**config.mk**
```make
export PLATFORM = sky130hd
export DESIGN_NAME = mbss_ring
export DESIGN_NICKNAME = d
export VERILOG_FILES = /design/src/design/midi_byte_slot_smoother_unit_assert.svh /design/src/design/mbss_pkg.sv /design/src/design/mbss_ring.sv
export SDC_FILE = /design/constraint.sdc
export NUM_CORES = 1
export LEC_CHECK = 0
export BUFFER_PORTS_ARGS = -buffer_cell sky130_fd_sc_hd__buf_2
export CAP_MARGIN = 20
export CORE_MARGIN = 3
export CORE_UTILIZATION = 55
export CTS_CLUSTER_SIZE = 14
export DETAILED_ROUTE_END_ITERATION = 12
export GPL_TIMING_DRIVEN = 1
export PLACE_DENSITY = 0.83
export SYNTH_ARGS = -nofsm -noshare
export SYNTH_HDL_FRONTEND = slang
export SYNTH_SLANG_ARGS = --single-unit
export TNS_END_PERCENT = 5
```
**constraint.sdc**
```tcl
create_clock -name clk -period 2.4 [get_ports clk]
set_input_delay 0.48 -clock clk [delete_from_list [all_inputs] [get_ports clk]]
set_output_delay 0.48 -clock clk [all_outputs]
set_load 0.005 [all_outputs]
```
**src/design/midi_byte_slot_smoother_unit_assert.svh**
```systemverilog
// assertion macros for the smoother modules, included by mbss_front
`ifndef MIDI_BYTE_SLOT_SMOOTHER_UNIT_ASSERT_SVH
`define MIDI_BYTE_SLOT_SMOOTHER_UNIT_ASSERT_SVH

// same-cycle implication, checked out of reset
`define MBSS_ASSERT_IMPL(label, ante, cons) \
  label: assert property (@(posedge clk) disable iff (!rst_n) (ante) |-> (cons)) \
    else $error("mbss assertion failed");

// next-cycle implication, checked out of reset
`define MBSS_ASSERT_NEXT(label, ante, cons) \
  label: assert property (@(posedge clk) disable iff (!rst_n) (ante) |=> (cons)) \
    else $error("mbss assertion failed");

`endif

```
**src/design/mbss_pkg.sv**
```systemverilog
// package: payload types, result flags and constants of the smoother
package mbss_pkg;

  localparam int RING_DEPTH_DEF = 64;
  localparam int PHASE_W        = 3;
  localparam logic [7:0] KEY_MASK_RST = 8'h01;

  typedef struct packed {
    logic       block_start;
    logic [7:0] key_byte;
    logic [7:0] data_byte;
  } in_word_t;

  typedef struct packed {
    logic       slot_position;
    logic       midi_present;
    logic [7:0] midi_byte;
    logic       overflow;
  } out_word_t;

  typedef struct packed {
    logic slot;
    logic present;
    logic overflow;
  } res_flags_t;

endpackage

```
**src/design/mbss_ring.sv**
```systemverilog
// byte ring storage: one write port, one registered read port with write bypass
module mbss_ring #(
  parameter int RING_DEPTH = mbss_pkg::RING_DEPTH_DEF,
  localparam int ADDR_W = $clog2(RING_DEPTH)
) (
  input  logic              clk,
  input  logic              wr_en,
  input  logic [ADDR_W-1:0] wr_addr,
  input  logic [7:0]        wr_data,
  input  logic              rd_en,
  input  logic [ADDR_W-1:0] rd_addr,
  output logic [7:0]        rd_data
);

  logic [7:0] mem [RING_DEPTH];
  logic [7:0] rd_data_r;

  always_ff @(posedge clk) begin
    if (wr_en) begin
      mem[wr_addr] <= wr_data;
    end
  end

  // a byte pushed by the same word may be the one popped
  always_ff @(posedge clk) begin
    if (rd_en) begin
      rd_data_r <= (wr_en && (wr_addr == rd_addr)) ? wr_data : mem[rd_addr];
    end
  end

  assign rd_data = rd_data_r;

endmodule

```
# Yosys cells after proc, flatten, opt, wreduce, memory -nomap -nowiden
# Memories as Yosys holds them, arrays and structs flattened. A register that Yosys moved wholly into a read port is not among the register bits.
# Index checks and enable logic that the tools add are counted.
[word_totals] register_bits=0 ramBits=512 in_bits=23 out_inout_bits=8 word_cells=3 mem_count=1
[memory_table] memory="mem" words=64 word_bits=8 read_ports=1 rd_ports_with_merged_regs=1 write_ports=1 line_no="mbss_ring.sv:15" rtl="logic [7:0] mem [RING_DEPTH];"
[classes] muxes=2
[op_table] op="1-bit 2-to-1 mux" n=2

# Logic depth before layout (Yosys ltp)
[logic_depth] ltp_word=2 ltp_mapped=10

# Least setup slack after synthesis
# Ideal clock, no wire load.
[synth_path] path_kind="input -> register" from="in rd_addr[2]" to="reg rd_data_r[2] (netlist: rd_data[2]) (read register of mem), data pin" t_arrival_ps=2008 path_slack_ps=131 stages=9 path_buffers=4 cell_sequence="buf_4 > buf_4 > buf_6 > buf_2 > mux2i_1 > a22oi_1 > a21oi_1 > nand3_1 > a221o_1"
[synth_lines] item="start: declaration" line_no="mbss_ring.sv:11" rtl="input logic [ADDR_W-1:0] rd_addr,"
[synth_lines] item="end: declaration" line_no="mbss_ring.sv:16" rtl="logic [7:0] rd_data_r;"

==> impl_metrics.py <==
metrics = {
    "logic_synthesis": {
        "netlist_area_um2": 20600,
        "synth.top_cell.area_share": 0.758,
        "syn_inst": 1143,
        "synth.area.top_cells": "edfxtp_1 (76%), mux2i_1 (9.1%), mux4_2 (2.7%)",
        "ys_ff_latch": 520,
        "synth.distinct_cells": 43,
        "yosys.area.top_type": "edfxtp_1",
        "syn_area_per_cell_um2": 18.0,
        "yosysWarnings": 0,
        "seq_area_frac_synth": 0.758,
        "syn_nets": 1166,
    },
    "die": {
        "die_x_um": 199,
        "start_util": 0.560,
        "dieArea_um2": 39800,
        "dieHeight_um": 199,
        "io_pins": 31,
        "core_area_um2": 36800,
        "row_count": 70,
    },
    "worst_setup_path": {
        "startpoint": "rd_addr[0]",
        "cpMaxStageDelayCell": "nor4b_1",
        "critPathMaxStageDelay_ns": 0.59,
        "cp_num_buf_inv": 4,
        "worstPathArrival_ns": 2.59,
        "worst-path-max-fanout": 15,
        "required_ns": 2.82,
        "critPathKind": "input port to register",
        "worstPathCellList": "buf_2 -> buf_12 -> buf_4 -> xnor2_1 -> nand4_1 -> nor4_4 -> nand2b_1 -> buf_4 -> nor4b_1 -> a221o_1",
        "cp_top_family": "simple AND/OR/NAND/NOR gates",
        "rr_startpoint": "mem[26][6]$_DFFE_PP_",
        "crit_path_frequent_cell": "buf_4",
        "worstSetupStartpointType": "input port",
        "crit_path_end_kind": "register",
    },
    "detailed_routing": {
        "ant_nets": 0,
        "firstDrtPassIters": 5,
        "wire_per_inst_um": 26.3,
        "drtIter0Drc": 1561,
        "post_drt_via_cell_ratio": 6.33,
        "routed_wl_um": 48700,
        "vias": 11714,
        "drc": 0,
    },
    "power_and_ir_drop": {
        "powerDensity_nw_per_um2": 762,
        "ir_drop_v": 0.000520,
        "leakagePower_uw": 0.00843,
    },
    "clocking": {
        "cts_made_buffers": 50,
        "clk_pin_slew_ns": 0.06,
        "tritoncts": "done",
        "postCtsSetupRepairBufs": 0,
        "clk_latency_ns": 0.56,
        "cts_hold_buf": 0,
        "htree_levels": 2,
        "clock-sinks": 520,
        "cts_buffer_depth": 3,
        "cts_root_buf": "clkbuf_16",
        "cts_resized": 0,
    },
    "timing": {
        "period_share": 0.903,
        "finalHoldViolations": 0,
        "fmax_mhz": 462,
        "worst_pin_slew_ns": 0.966,
        "min_period_ns": 2.17,
        "slew-limit-headroom": 0.356,
        "finalMaxSlewViolations": 0,
        "rsz0062_at_grt": "no",
        "setup_viol": 0,
        "finalClockSkew_ns": 0.0281,
    },
    "cells_and_area": {
        "finalNonFillerCells": 1851,
        "fin_area_um2": 24200,
        "fin_nets": 1365,
        "antenna_cells": 0,
        "areaGrowthSynthToFinish_pct": 17.4,
        "final_cell_mix": "edfxtp_1 (520), mux2i_1 (187), buf_4 (158), nor2_1 (74), a22oi_1 (66)",
        "final.fill_count": 2300,
        "layout_commonest_cell": "edfxtp_1",
        "layout-drive-gt1-share": 0.232,
    },
    "global_routing": {
        "grt_overflow": 0,
        "grt_pass1_vias": 12024,
        "grt_first_pass_wirelength_um": 73400,
        "antenna_found_initial": 1,
        "grt_usage": 0.248,
        "grt_start_max_net_pins": 65,
    },
    "placement": {
        "placed_area_um2": 22700,
        "dp_hpwl_um": 31100,
        "gp_congestion": 0.969,
        "io_buffers": 30,
        "dp.cells": 1758,
    },
    "hold_path": {
        "hp-class": "input port to register",
        "min_from": "rd_en",
    },
    "run": {
        "maxCapViolCount": 0,
    },
    "outcome": {
        "outcome": "finished clean",
    },
}
[state kept, by name, summed over array words and instances (netlist names)]
| register | flops |
|---|---|
| mem | 512 |
| rd_data | 8 |
[Yosys cell counts, drive strengths merged]
master	n
nor4	2
a21oi	37
nand2b	7
mux4	28
a22oi	66
nand3b	2
and2	1
mux2i	187
nor2b	13
a31oi	2
o211ai	1
o41ai	1
a221o	7
nor2	75
and2b	1
mux2	13
nand2	20
or2	1
nand4	2
edfxtp	520
o22ai	7
a2111oi	10
a221oi	15
buf	40
o21ai	10
inv	2
nand3	20
clkbuf	26
xor2	3
or4b	1
or3b	1
xnor2	3
or3	3
nor3	4
nor4b	6
a211oi	6
[cell families after synthesis]
logic type / Yosys count / share of synthesized area
AOI/OAI and AO/OA: 162 / 0.0552
xor gates and xnor gates: 6 / 0.00255
buffers and inverters: 68 / 0.0173
DFF: 520 / 0.758
muxes: 228 / 0.129
and+or+nand+nor: 159 / 0.0374
[report_power, final]
part | internal [µW] | total (µW) | switching (µW)
logic | 464 | 1160 | 698
registers | 10100 | 10100 | 28.8
clock network | 3970 | 7150 | 3180
total | 14500 | 18400 | 3900
[stage by stage]
stage          setup WS, ns  total power [µW]  TNS [ns]  utilization  hold WS, ns
5_1_grt               0.183             19000         0        0.657        0.277
3_3_place_gp         -0.136             11400    -0.796        0.617        0.853
4_1_cts               0.259             18500         0        0.657        0.277
6_report              0.233             18400         0        0.657        0.297
3_5_place_dp         -0.210             11400     -1.15        0.617        0.868
2_1_floorplan         0.131             10800         0            -        0.579
[worst paths after layout]
kind         slack [ns]  depth (start not counted)              endpoint
max                0.23                         10  rd_data[0]$_DFFE_PP_
min                0.30                          1  rd_data[5]$_DFFE_PP_
max reg2reg        0.26                          5  rd_data[6]$_DFFE_PP_
min reg2reg        0.94                          5  rd_data[4]$_DFFE_PP_
[metal layers]
| metal | GRT usage | part of all wire | wire (µm) |
|---|---|---|---|
| met1 | 0.345 | 0.38 | 18500 |
| met2 | 0.397 | 0.48 | 23500 |
| met3 | 0.0469 | 0.10 | 4990 |
| met4 | 0.0918 | 0.035 | 1700 |
| met5 | 0 | 0.00027 | 13 |
[final cells by class]
cell class / instances / area (µm²) / area share
sequential: 520 / 15600 / 0.646
clock buffer: 70 / 1330 / 0.0549
multi-input combinational: 555 / 4630 / 0.192
timing repair buffer: 213 / 1850 / 0.0764
tap: 468 / 586 / 0.0242
clock inverter: 23 / 153 / 0.00632
inverter: 2 / 7.51 / 0.000311
[worst reg2reg max path, stage by stage (launching register included)]
cell and delay, ns:
edfxtp_1 0.39, mux4_1 0.50, mux4_2 0.47, nor2_1 0.13, a2111oi_0 0.12, a221o_1 0.30
Power figures use the tool's default switching activity.
