File: config.mk
export PLATFORM = sky130hd
export DESIGN_NAME = mbss_front_flat
export DESIGN_NICKNAME = d
export VERILOG_FILES = /design/src/design/mbss_pkg.sv /design/src/design/mbss_stream_if.sv /design/src/design/mbss_front.sv /design/src/flat_wrapper.sv
export VERILOG_INCLUDE_DIRS = /design/src /design/src/design
export SDC_FILE = /design/constraint.sdc
export NUM_CORES = 1
export LEC_CHECK = 0
export ABC_AREA = 1
export BUFFER_PORTS_ARGS = -buffer_cell sky130_fd_sc_hd__buf_2
export CAP_MARGIN = 15
export CORE_MARGIN = 2
export CORE_UTILIZATION = 49
export CTS_CLUSTER_DIAMETER = 150
export CTS_CLUSTER_SIZE = 20
export DETAILED_ROUTE_END_ITERATION = 6
export GPL_TIMING_DRIVEN = 0
export HOLD_SLACK_MARGIN = 0.1
export PLACE_DENSITY = 0.85
export SLEW_MARGIN = 10
export SYNTH_ARGS = -nofsm -noshare
export SYNTH_HDL_FRONTEND = slang
export SYNTH_SLANG_ARGS = --single-unit
File: constraint.sdc
create_clock -name clk -period 2.4 [get_ports clk]
set_clock_uncertainty 0.05 [all_clocks]
set_input_delay 0.12 -clock clk [delete_from_list [all_inputs] [get_ports clk]]
set_output_delay 0.12 -clock clk [all_outputs]
set_load 0.05 [all_outputs]
File: src/design/midi_byte_slot_smoother_unit_assert.svh
// assertion macros for the smoother modules, included by mbss_front
`ifndef MIDI_BYTE_SLOT_SMOOTHER_UNIT_ASSERT_SVH
`define MIDI_BYTE_SLOT_SMOOTHER_UNIT_ASSERT_SVH

// same-cycle implication, checked out of reset
`define MBSS_ASSERT_IMPL(label, ante, cons) \
  label: assert property (@(posedge clk) disable iff (!rst_n) (ante) |-> (cons)) \
    else $error("mbss assertion failed");

// next-cycle implication, checked out of reset
`define MBSS_ASSERT_NEXT(label, ante, cons) \
  label: assert property (@(posedge clk) disable iff (!rst_n) (ante) |=> (cons)) \
    else $error("mbss assertion failed");

`endif

File: src/design/mbss_pkg.sv
// package: payload types, result flags and constants of the smoother
package mbss_pkg;

  localparam int RING_DEPTH_DEF = 64;
  localparam int PHASE_W        = 3;
  localparam logic [7:0] KEY_MASK_RST = 8'h01;

  typedef struct packed {
    logic       block_start;
    logic [7:0] key_byte;
    logic [7:0] data_byte;
  } in_word_t;

  typedef struct packed {
    logic       slot_position;
    logic       midi_present;
    logic [7:0] midi_byte;
    logic       overflow;
  } out_word_t;

  typedef struct packed {
    logic slot;
    logic present;
    logic overflow;
  } res_flags_t;

endpackage

File: src/design/mbss_stream_if.sv
// valid/ready channel carrying one word of a given payload type
interface mbss_stream_if #(
  parameter type payload_t = logic [7:0]
) ();
  logic     valid;
  logic     ready;
  payload_t payload;

  modport source (output valid, output payload, input ready);
  modport sink (input valid, input payload, output ready);
endinterface

File: src/design/mbss_front.sv
// input register, ring pointers and slot phase; drives the ring ports
`include "midi_byte_slot_smoother_unit_assert.svh"
module mbss_front #(
  parameter int RING_DEPTH = mbss_pkg::RING_DEPTH_DEF,
  localparam int PTR_W = $clog2(RING_DEPTH)
) (
  input  logic                 clk,
  input  logic                 rst_n,
  mbss_stream_if.sink          in_ch,
  input  logic [7:0]           key_mask,
  input  logic                 down_ready,
  output logic                 fire,
  output mbss_pkg::res_flags_t flags,
  output logic                 wr_en,
  output logic [PTR_W-1:0]     wr_addr,
  output logic [7:0]           wr_data,
  output logic                 rd_en,
  output logic [PTR_W-1:0]     rd_addr
);

  logic                         v1_r;
  mbss_pkg::in_word_t           word_r;
  logic [PTR_W-1:0]             head_r, head_nxt;
  logic [PTR_W-1:0]             tail_r, tail_nxt;
  logic [mbss_pkg::PHASE_W-1:0] phase_r, phase_nxt, phase_eff;
  logic [PTR_W-1:0]             head_p1, tail_a;
  logic                         push, full_drop, slot, pop;

  function automatic logic [PTR_W-1:0] ptr_next(input logic [PTR_W-1:0] p);
    return (p == PTR_W'(RING_DEPTH - 1)) ? '0 : p + PTR_W'(1);
  endfunction

  assign fire        = v1_r && down_ready;
  assign in_ch.ready = !v1_r || down_ready;

  always_ff @(posedge clk) begin
    if (!rst_n) begin
      v1_r <= 1'b0;
    end else if (in_ch.valid && in_ch.ready) begin
      v1_r <= 1'b1;
    end else if (fire) begin
      v1_r <= 1'b0;
    end
  end

  always_ff @(posedge clk) begin
    if (in_ch.valid && in_ch.ready) begin
      word_r <= in_ch.payload;
    end
  end

  always_comb begin
    push      = (word_r.key_byte & key_mask) == key_mask;
    head_p1   = ptr_next(head_r);
    head_nxt  = push ? head_p1 : head_r;
    // ring full: drop the oldest byte
    full_drop = push && (head_p1 == tail_r);
    tail_a    = full_drop ? ptr_next(tail_r) : tail_r;
    phase_eff = word_r.block_start ? '0 : phase_r;
    slot      = (phase_eff == '0);
    pop       = slot && (head_nxt != tail_a);
    tail_nxt  = pop ? ptr_next(tail_a) : tail_a;
    phase_nxt = phase_eff + mbss_pkg::PHASE_W'(1);
  end

  always_ff @(posedge clk) begin
    if (!rst_n) begin
      head_r  <= '0;
      tail_r  <= '0;
      phase_r <= '0;
    end else if (fire) begin
      head_r  <= head_nxt;
      tail_r  <= tail_nxt;
      phase_r <= phase_nxt;
    end
  end

  assign wr_en   = fire && push;
  assign wr_addr = head_r;
  assign wr_data = word_r.data_byte;
  assign rd_en   = fire;
  assign rd_addr = tail_a;

  assign flags.slot     = slot;
  assign flags.present  = pop;
  assign flags.overflow = full_drop;

  `MBSS_ASSERT_NEXT(a_stall_holds_state, !fire,
    $stable(head_r) && $stable(tail_r) && $stable(phase_r))
  `MBSS_ASSERT_NEXT(a_no_pop_tail_holds, fire && !pop && !full_drop, $stable(tail_r))
  `MBSS_ASSERT_NEXT(a_block_start_phase, fire && word_r.block_start,
    phase_r == mbss_pkg::PHASE_W'(1))

endmodule

File: src/flat_wrapper.sv
// flat-port wrapper written by rule: the top's interface ports become plain ports
module mbss_front_flat 
#(
  parameter int RING_DEPTH = mbss_pkg::RING_DEPTH_DEF,
  localparam int PTR_W = $clog2(RING_DEPTH)
)
  (clk, rst_n, key_mask, down_ready, fire, flags, wr_en, wr_addr, wr_data, rd_en, rd_addr, in_ch_valid, in_ch_payload, in_ch_ready);
  mbss_stream_if in_ch_i ();
  input  logic clk;
  input  logic rst_n;
  input  logic [7:0] key_mask;
  input  logic down_ready;
  output logic fire;
  output mbss_pkg::res_flags_t flags;
  output logic wr_en;
  output logic [PTR_W-1:0] wr_addr;
  output logic [7:0] wr_data;
  output logic rd_en;
  output logic [PTR_W-1:0] rd_addr;
  input wire logic [$bits(in_ch_i.valid)-1:0] in_ch_valid;
  input wire logic [$bits(in_ch_i.payload)-1:0] in_ch_payload;
  output wire logic [$bits(in_ch_i.ready)-1:0] in_ch_ready;
  assign in_ch_i.valid = in_ch_valid;
  assign in_ch_i.payload = in_ch_payload;
  assign in_ch_ready = in_ch_i.ready;
  mbss_front #(.RING_DEPTH(RING_DEPTH)) u_core (.clk(clk), .rst_n(rst_n), .in_ch(in_ch_i), .key_mask(key_mask), .down_ready(down_ready), .fire(fire), .flags(flags), .wr_en(wr_en), .wr_addr(wr_addr), .wr_data(wr_data), .rd_en(rd_en), .rd_addr(rd_addr));
endmodule
## Word level (Yosys, flattened, before mapping)

Index checks and enable logic that the tools add are counted.

| storage, ports and cells | value |
|---|---|
| register bits | 24 |
| input port bits | 20 |
| output and inout bits | 27 |

| cells by class | value |
|---|---|
| add/sub/neg operators | 4 |
| eq/ne operators | 5 |
| muxes and demuxes | 8 |
| reduce and logical (&&, ||, !) cells | 10 |

Operators by type and width:

| operator | number |
|---|---|
| $mux W6 | 6 |
| $add A6 B1 Y6 const B | 3 |
| $eq A6 B6 Y1 const B | 3 |
| $logic_not A8 Y1 | 1 |
| $eq A6 B6 Y1 | 1 |
| $ne A6 B6 Y1 | 1 |
| $logic_and A1 B1 Y1 | 5 |
| $add A3 B1 Y3 const B | 1 |
| $logic_not A3 Y1 | 1 |
| $mux W1 | 2 |
| $reduce_bool A2 Y1 | 1 |
| $logic_not A1 Y1 | 1 |
| $logic_or A1 B1 Y1 | 1 |

## Logic depth before layout (Yosys ltp)

Gate-level depths: netlist of run 1.

| logic depth | value |
|---|---|
| depth in word-level cells | 8 |
| depth in mapped cells | 22 |
| gate-level depth less buffers | 22 |

## Worst setup path after synthesis of run 1

Ideal clock, no wire load.

| timing | value |
|---|---|
| kind | register to register |
| from | register u_core.head_r[0], in the netlist u_core.wr_addr[0] |
| to | register u_core.tail_r[4] |
| library setup time | 0.072 ns |
| arrival time | 3.275 ns |
| required time | 2.278 ns |
| slack | -0.997 ns |
| stages on the path, launching flop included | 22 |
| cells stage by stage | dfxtp_1 -> ha_1 -> nand2_4 -> nor2_8 -> nand2_4 -> nand2_4 -> nand2_1 -> nand2_2 -> nand2_4 -> nor2_8 -> nand2_4 -> nand2_2 -> nand2_2 -> inv_1 -> ha_1 -> nand3_1 -> nor2_2 -> xor2_1 -> nand3_1 -> nand2_1 -> nand2_1 -> a21oi_1 |

| on the way | value |
|---|---|
| longest elaborated chain between the ends | 8 |

RTL lines:

| what | RTL line | source |
|---|---|---|
| start: declaration | mbss_front.sv:23 | `logic [PTR_W-1:0] head_r, head_nxt;` |
| start signal: assignment | mbss_front.sv:72 | `head_r <= head_nxt;` |
| $add A6 B1 Y6 or $eq A6 B6 Y1 (tied branches) | mbss_front.sv:30 | `return (p == PTR_W'(RING_DEPTH - 1)) ? '0 : p + PTR_W'(1);` |
| $mux W6 (*) | mbss_front.sv:30 |  |
| $eq A6 B6 Y1 (*) | mbss_front.sv:57 | `full_drop = push && (head_p1 == tail_r);` |
| $logic_and A1 B1 Y1 (*) | mbss_front.sv:57 |  |
| $mux W6 (*) | mbss_front.sv:58 | `tail_a = full_drop ? ptr_next(tail_r) : tail_r;` |
| named net rd_addr[0] | flat_wrapper.sv:19 | `output logic [PTR_W-1:0] rd_addr;` |
| $add A6 B1 Y6, or another cell as far along | mbss_front.sv:30 |  |
| $mux W6 or $logic_and A1 B1 Y1 (tied branches) | mbss_front.sv:30, mbss_front.sv:61 |  |
| $mux W6 (*) | mbss_front.sv:62 | `tail_nxt = pop ? ptr_next(tail_a) : tail_a;` |
| end signal: assignment | mbss_front.sv:73 | `tail_r <= tail_nxt;` |
| end: declaration | mbss_front.sv:24 | `logic [PTR_W-1:0] tail_r, tail_nxt;` |

The timed path passes the listed nets; every way through them passes the cells marked *.
A chain may end at the register's enable or synchronous reset.

## Worst setup path in the final report of run 1

| timing | value |
|---|---|
| from | register u_core.head_r[0], in the netlist u_core.wr_addr[0] |
| to | output port flags[1] (netlist name) |

| on the way | value |
|---|---|
| longest elaborated chain between the ends | 7 |

RTL lines:

| what | RTL line | source |
|---|---|---|
| $add A6 B1 Y6 or $eq A6 B6 Y1 (tied branches) | mbss_front.sv:30 |  |
| $mux W6 | mbss_front.sv:30 |  |
| $eq A6 B6 Y1 | mbss_front.sv:57 |  |
| $logic_and A1 B1 Y1 | mbss_front.sv:57 |  |
| $mux W6 | mbss_front.sv:58 |  |
| $ne A6 B6 Y1 (*) | mbss_front.sv:61 | `pop = slot && (head_nxt != tail_a);` |
| $logic_and A1 B1 Y1 (*) | mbss_front.sv:61 |  |
| end: declaration | flat_wrapper.sv:14 | `output mbss_pkg::res_flags_t flags;` |

Every way passes the cells marked *; elsewhere a longest branch is shown, timed or not.

==> flow_metrics.env, run 1 <==
export IMPL_insertion_delay_ns=0.26
export IMPL_rrSetupSlack_ns=-0.29
export IMPL_grt_overflow=0
export IMPL_worst_path_max_fanout=5
export IMPL_tightest_slew_ns=0.788
export IMPL_ant_nets=0
export IMPL_syn_avg_cell_area_um2=7.14
export IMPL_power_w=0.000831
export IMPL_power_density_nw_per_um2=287
export IMPL_setup_ws_ns=-0.306
export IMPL_fmax_mhz=370
export IMPL_power_frac_seq_pct=52.4
export IMPL_dpl_cell_area_um2=2370
export IMPL_yosysUniqueCellTypes=28
export IMPL_num_vias=2186
export IMPL_report_final_slew_viol_count=0
export IMPL_rows=23
export IMPL_die_w_um=68
export IMPL_grt_setup_unrepaired="true"
export IMPL_fin_crit_ns=2.71
export IMPL_io_pins=47
export IMPL_route_detailed_drc=0
export IMPL_htreeDepth=1
export IMPL_end_kind="output pin"
export IMPL_yosysWarnings=0
export IMPL_leakage_nw=1.37
export IMPL_fin_util_pct=73.0
export IMPL_maxSlewHeadroom_pct=47.5
export IMPL_syn_inst=281
export IMPL_viasPerCell=5.27
export IMPL_die_area_um2=4620
export IMPL_dp_hpwl_um=3760
export IMPL_stdcell_area_um2=2900
export IMPL_synth_area_um2=2010
export IMPL_drt_iter0_drc=127
export IMPL_p_clk_share_pct=27.4
export IMPL_syn_to_final_growth_pct=44.5
export IMPL_final_setup_viol_count=9
export IMPL_ys_seq_area_share_pct=27.9
export IMPL_grt_pass1_vias=1874
export IMPL_ir_drop_uv=523
export IMPL_cp_start_kind="flip-flop"
export IMPL_first_pass_iters=5
export IMPL_grt_pass1_wl_um=8370
export IMPL_p_int_w=0.000601
export IMPL_cts_tree="built"
export IMPL_finalCritPeriodShare_pct=113
export IMPL_drv_max_cap_violation_count=0
export IMPL_antenna_found_initial=0
export IMPL_grt_max_degree=14
export IMPL_violations="negative setup slack"
export IMPL_clkTransAtPathRegs_ns=0.07
export IMPL_port_buffers=46
export IMPL_outcome="finished, violations left"
export IMPL_nNetsFinal=391
export IMPL_critical_path_class="flip-flop to output pin"
export IMPL_cts_buffers=3
export IMPL_wl_per_cell_um=14.3
export IMPL_die_y_um=68
export IMPL_swShare_pct=27.7
export IMPL_wl_um=5920
export IMPL_start_util_pct=50.5
export IMPL_nFillCells=280
export IMPL_grt_usage_pct=23.7
export IMPL_antenna_cells=0
export IMPL_required_ns=2.23
export IMPL_hold_viol=0
export IMPL_ys_ff_latch=24
export IMPL_drive_above_1_share_pct=46.8
export IMPL_cts_sinks=24
export IMPL_core_um2=3970
export IMPL_netSwitchingPower_w=0.000230
export IMPL_gp_congestion=0.852
export IMPL_synth_nets=306
export IMPL_hold_class="input pin to flip-flop"
export IMPL_arrival_ns=2.54
export IMPL_clk_path_buf_depth=2
export IMPL_cts_root_buf="clkbuf_8"
export IMPL_p_comb_share_pct=20.1
[registers in the layout, indices dropped and copies added, names as in the netlist]
signal,count
u_core.v1_r,1
u_core.phase_r,3
u_core.wr_addr,6
u_core.tail_r,6
u_core.wr_data,8
[area by class of cell]
cell class	count	area, um2	area share, %
clock inverter	1	3.75	0.129
clock buffer	3	41.3	1.42
tap	50	62.6	2.16
buffer	7	40.0	1.38
inverter	43	169	5.83
sequential	24	576	19.9
timing repair buffer	81	559	19.3
multi-input combinational	206	1450	49.9
[metal layers]
layer	up-vias	GRT usage, %	wire, um
li1	1063	-	-
met1	1023	30.1	2290
met2	89	41.5	3190
met3	11	3.29	310
met4	0	6.75	126
met5	-	0	0
[final timing paths]
check                 endpoint              start  cells after the start
min          u_core.wr_addr[1]              rst_n                      3
max reg2reg   u_core.tail_r[4]  u_core.wr_addr[0]                     20
min reg2reg  u_core.phase_r[2]  u_core.phase_r[2]                      1
max                   flags[1]  u_core.wr_addr[0]                     19
[synthesized netlist by cell type]
cell type,count,area [um2]
nand3_2,6,60.1
o21ai_0,15,75.1
dfxtp_1,16,320
nand4_1,4,25.0
clkbuf_1,2,7.51
xor2_1,3,26.3
a211oi_1,2,15.0
nor2_8,3,60.1
nand3_1,26,130
nand2_2,24,150
nor2_1,17,63.8
nand2_1,59,221
xnor2_1,2,17.5
nand3b_1,4,30.0
or2_2,1,6.26
inv_2,5,18.8
ha_1,5,62.6
a31oi_1,1,6.26
nor2_4,4,45.0
nor2_2,4,25.0
nand2_4,10,113
clkinv_1,2,7.51
a21oi_1,14,70.1
inv_1,36,135
buf_4,4,30.0
buf_2,2,10.0
nand3_4,2,35.0
edfxtp_1,8,240
[worst max-delay path: stages (launching register included)]
cell      delay (ns)
dfxtp_4         0.37
ha_4            0.17
inv_1           0.06
nand2_2         0.09
nand2_4         0.07
nand2_2         0.08
nand2_2         0.07
nor2_4          0.12
nand3_4         0.09
nor2_8          0.16
nand3b_1        0.20
nand2_4         0.15
buf_6           0.10
nand2_2         0.05
nand2_2         0.07
nor2_4          0.04
nand3_4         0.10
nand2_4         0.06
inv_2           0.08
buf_8           0.14
[power by group through the flow]
stage	Sequential, W	Clock [W]	Combinational [W]
2_1_floorplan	0.000472	0	0.0000711
5_1_grt	0.000437	0.000248	0.000179
6_report	0.000436	0.000228	0.000167
4_1_cts	0.000435	0.000234	0.000157
3_3_place_gp	0.000443	0	0.000135
3_5_place_dp	0.000444	0	0.000139
[kinds of logic (layout without fill, tap and decap cells)]
| group | after synthesis | in the layout | share of synthesized area [%] |
|---|---|---|---|
| adder cells (fa/ha/maj) | 5 | 5 | 3.12 |
| buffers and inverters | 51 | 135 | 10.4 |
| XOR/XNOR | 5 | 5 | 2.18 |
| AO/OA/AOI/OAI | 32 | 32 | 8.29 |
| AND/OR/NAND/NOR | 164 | 164 | 48.1 |
| flip-flops | 24 | 24 | 27.9 |
[per-stage QoR]
step                worst slack, ns  std cells  hold slack [ns]  TNS [ns]
floorplan                    -0.356        281            0.169     -1.85
global placement             -0.204        377            0.247    -0.927
detailed placement           -0.250        377            0.248     -1.11
CTS                          -0.247        404            0.103     -1.39
global route                 -0.441        415            0.119     -3.25
finish                       -0.306        415            0.114     -1.85
[layout by cell type, fill, tap and decap left out, drive strengths merged, types with 5 or more instances in the layout]
master	Yosys	layout
nor2	28	28
nand3	34	34
nand2	93	93
dfxtp	16	16
dlygate4sd3	0	9
a21oi	14	14
clkbuf	2	5
o21ai	15	15
edfxtp	8	8
ha	5	5
inv	41	39
buf	6	77
[timing repair]
| action | 4_1_cts | 5_1_grt |
|---|---|---|
| pin swaps | 28 | 24 |
| setup buffers | 15 | 11 |
| endpoints found under the setup margin | 7 | 13 |
| hold buffers | 9 | 0 |
| endpoints found under the hold margin | 9 | 0 |
| resized for setup | 19 | 33 |
Note: power is estimated with default switching activity, not from simulation.
==> inputs of run 2 (changes only) <==
ABC_AREA = not set   (was 1)
==> flow_metrics.env, run 2 <==
export IMPL_worst_path_max_fanout=3
export IMPL_synth_edff_count=8
export IMPL_grt_setup_unrepaired="true"
export IMPL_antenna_found_initial=0
export IMPL_arrival_ns=3.21
export IMPL_die_y_um=67.4
export IMPL_hold_viol=0
export IMPL_synthMuxAreaShare_pct=4.38
export IMPL_grt_pass1_wl_um=9340
export IMPL_yosysUniqueCellTypes=67
export IMPL_critical_path_class="flip-flop to flip-flop"
export IMPL_htreeDepth=1
export IMPL_die_area_um2=4550
export IMPL_grt_usage_pct=27.7
export IMPL_synth_top_area_cell="dfxtp_1"
export IMPL_port_buffers=45
export IMPL_io_pins=47
export IMPL_mostFrequentLayoutCell="buf_2"
export IMPL_maxSlewHeadroom_pct=58.5
export IMPL_power_density_nw_per_um2=328
export IMPL_cts_buffers=3
export IMPL_cts_tree="built"
export IMPL_cpPeakStageDelay_ns=0.37
export IMPL_cp_buffers_inverters=0
export IMPL_cts_root_buf="clkbuf_8"
export IMPL_dominantRegCellSynth="dfxtp_1"
export IMPL_ys_seq_area_share_pct=28.4
export IMPL_nNetsFinal=327
export IMPL_grtUsageMet3_pct=5.00
export IMPL_report_final_slew_viol_count=0
export IMPL_grt_most_used_layer="met2"
export IMPL_ys_ff_latch=24
export IMPL_required_ns=2.56
export IMPL_clk_path_buf_depth=2
export IMPL_cp_start_kind="flip-flop"
export IMPL_final_cell_mix="buf_2 (39), buf_4 (28), nand2_1 (20), inv_1 (11), buf_6 (10)"
export IMPL_drive_above_1_share_pct=45.5
export IMPL_synth_area_um2=1970
export IMPL_crit_family="compound AO/OA/AOI/OAI gates"
export IMPL_yosysWarnings=0
export IMPL_fmax_mhz=328
export IMPL_largest_reg_flops=8
export IMPL_nFillCells=235
export IMPL_hold_depth=3
export IMPL_cpMaxStageDelayCell="dfxtp_4"
export IMPL_core_um2=3940
export IMPL_grt_overflow=0
export IMPL_synth_nets=239
export IMPL_violations="negative setup slack"
export IMPL_first_pass_iters=5
export IMPL_wl_um=6700
export IMPL_hold_class="input pin to flip-flop"
export IMPL_die_w_um=67.4
export IMPL_syn_to_final_growth_pct=46.9
export IMPL_leakage_nw=1.23
export IMPL_ant_nets=0
export IMPL_wl_per_cell_um=19.1
export IMPL_synth_simple_area_share_pct=22.1
export IMPL_grt_use_met1_pct=33.0
export IMPL_clkTransAtPathRegs_ns=0.09
export IMPL_synthArstFlopShare_pct=0
export IMPL_synth_xor_area_share_pct=8.38
export IMPL_start_util_pct=50.0
export IMPL_ir_drop_uv=404
export IMPL_stdcell_area_um2=2900
export IMPL_dp_hpwl_um=3520
export IMPL_syn_inst=214
export IMPL_antenna_cells=0
export IMPL_rows=23
export IMPL_yosysMostFrequentCell="nand2_1"
export IMPL_cp_depth=13
export IMPL_viasPerCell=6.16
export IMPL_syn_avg_cell_area_um2=9.21
export IMPL_cp_common_cell="ha_4"
export IMPL_drv_max_cap_violation_count=0
export IMPL_cts_sinks=24
export IMPL_synth_top_area_share_pct=16.2
export IMPL_gp_congestion=0.912
export IMPL_final_setup_viol_count=13
export IMPL_end_kind="flip-flop"
export IMPL_synth_common_cells="nand2_1 (23), dfxtp_1 (16), inv_1 (12)"
export IMPL_num_vias=2161
export IMPL_grt_pass1_vias=1936
export IMPL_dpl_cell_area_um2=2330
export IMPL_synthTopCellsByArea="dfxtp_1 (16%), edfxtp_1 (12%), xnor2_1 (4.4%), nand2_1 (4.4%), ha_1 (3.2%)"
export IMPL_tns_ns=-5.02
export IMPL_route_detailed_drc=0
export IMPL_outcome="finished, violations left"
export IMPL_finalCritPeriodShare_pct=127
export IMPL_r2r_cells=13
export IMPL_synth_top_family_by_area="compound AO/OA/AOI/OAI gates"
export IMPL_grt_met2_usage_pct=48.1
export IMPL_insertion_delay_ns=0.27
export IMPL_path_cells="ha_4 > xnor2_2 > nand4_2 > a2111oi_4 > o211a_4 > mux2_4 > ha_4 > nand2_4 > mux2i_4 > and4bb_1 > or2_1 > a21o_1 > a21oi_2"
export IMPL_setup_ws_ns=-0.648
export IMPL_tightest_slew_ns=0.623
export IMPL_grt_max_degree=14
export IMPL_drt_iter0_drc=169
export IMPL_fin_crit_ns=3.05
export IMPL_synth_compound_area_share_pct=26.0
export IMPL_synth_fa_ha_area_share_pct=3.17
[run 2: final cells by class]
class	instances	area [um2]	share of cell area, %
clock inverters	1	3.75	0.130
multi-input cells	160	1420	49.2
plain buffers	18	115	3.97
clock buffers	3	41.3	1.43
well taps	50	62.6	2.16
flip-flops and latches	24	579	20.0
repair buffers	83	626	21.6
inverters	12	45.0	1.56
[run 2: cells by family after synthesis]
group / Yosys count
flops: 24
fa+ha+maj: 5
compound gates: 58
buf+inv: 30
mux: 8
simple gates: 74
xor+xnor: 15
[run 2: where the power goes]
group          internal (W)  switching, W  total (W)
Combinational      0.000111      0.000155   0.000266
Clock              0.000115      0.000132   0.000246
Sequential         0.000429    0.00000731   0.000437
[run 2: layer usage]
| metal | wire [um] | vias to the layer above |
|---|---|---|
| li1 | - | 955 |
| met1 | 2490 | 1024 |
| met2 | 3430 | 154 |
| met3 | 532 | 28 |
| met4 | 245 | 0 |
| met5 | 0 | - |
[run 2: per-stage QoR]
stage               hold slack [ns]  std cells  setup slack [ns]  total power [W]  util, %
global placement              0.247        309            -0.906         0.000630     59.0
finish                        0.164        351            -0.648         0.000949     73.5
CTS                           0.137        340            -0.573         0.000906     69.2
global route                  0.189        351            -0.697         0.000979     73.5
detailed placement            0.248        309            -0.972         0.000634     59.0
floorplan                     0.169        214            -0.816         0.000583        -
[run 2: final timing paths]
path	startpoint	slack, ns	end
worst min-delay path	down_ready	0.16	u_core.v1_r
worst max-delay path	u_core.wr_addr[1]	-0.65	u_core.tail_r[3]
worst min register to register	u_core.phase_r[1]	0.45	u_core.phase_r[1]
worst max register to register	u_core.wr_addr[1]	-0.65	u_core.tail_r[3]
[run 2: tightest hold or removal path, cell delays in order]
cell and delay, ns:
buf_2 0.09, nand2b_1 0.14, a21boi_0 0.09
[run 2: what timing repair did]
item                                    in CTS  in global routing
cloned                                       0                  0
setup buffers                               18                 12
hold buffers                                 9                  0
gates resized for setup                     38                 16
endpoints found under the hold margin        9                  0
pin swaps                                   16                 12
endpoints found under the setup margin      14                 14
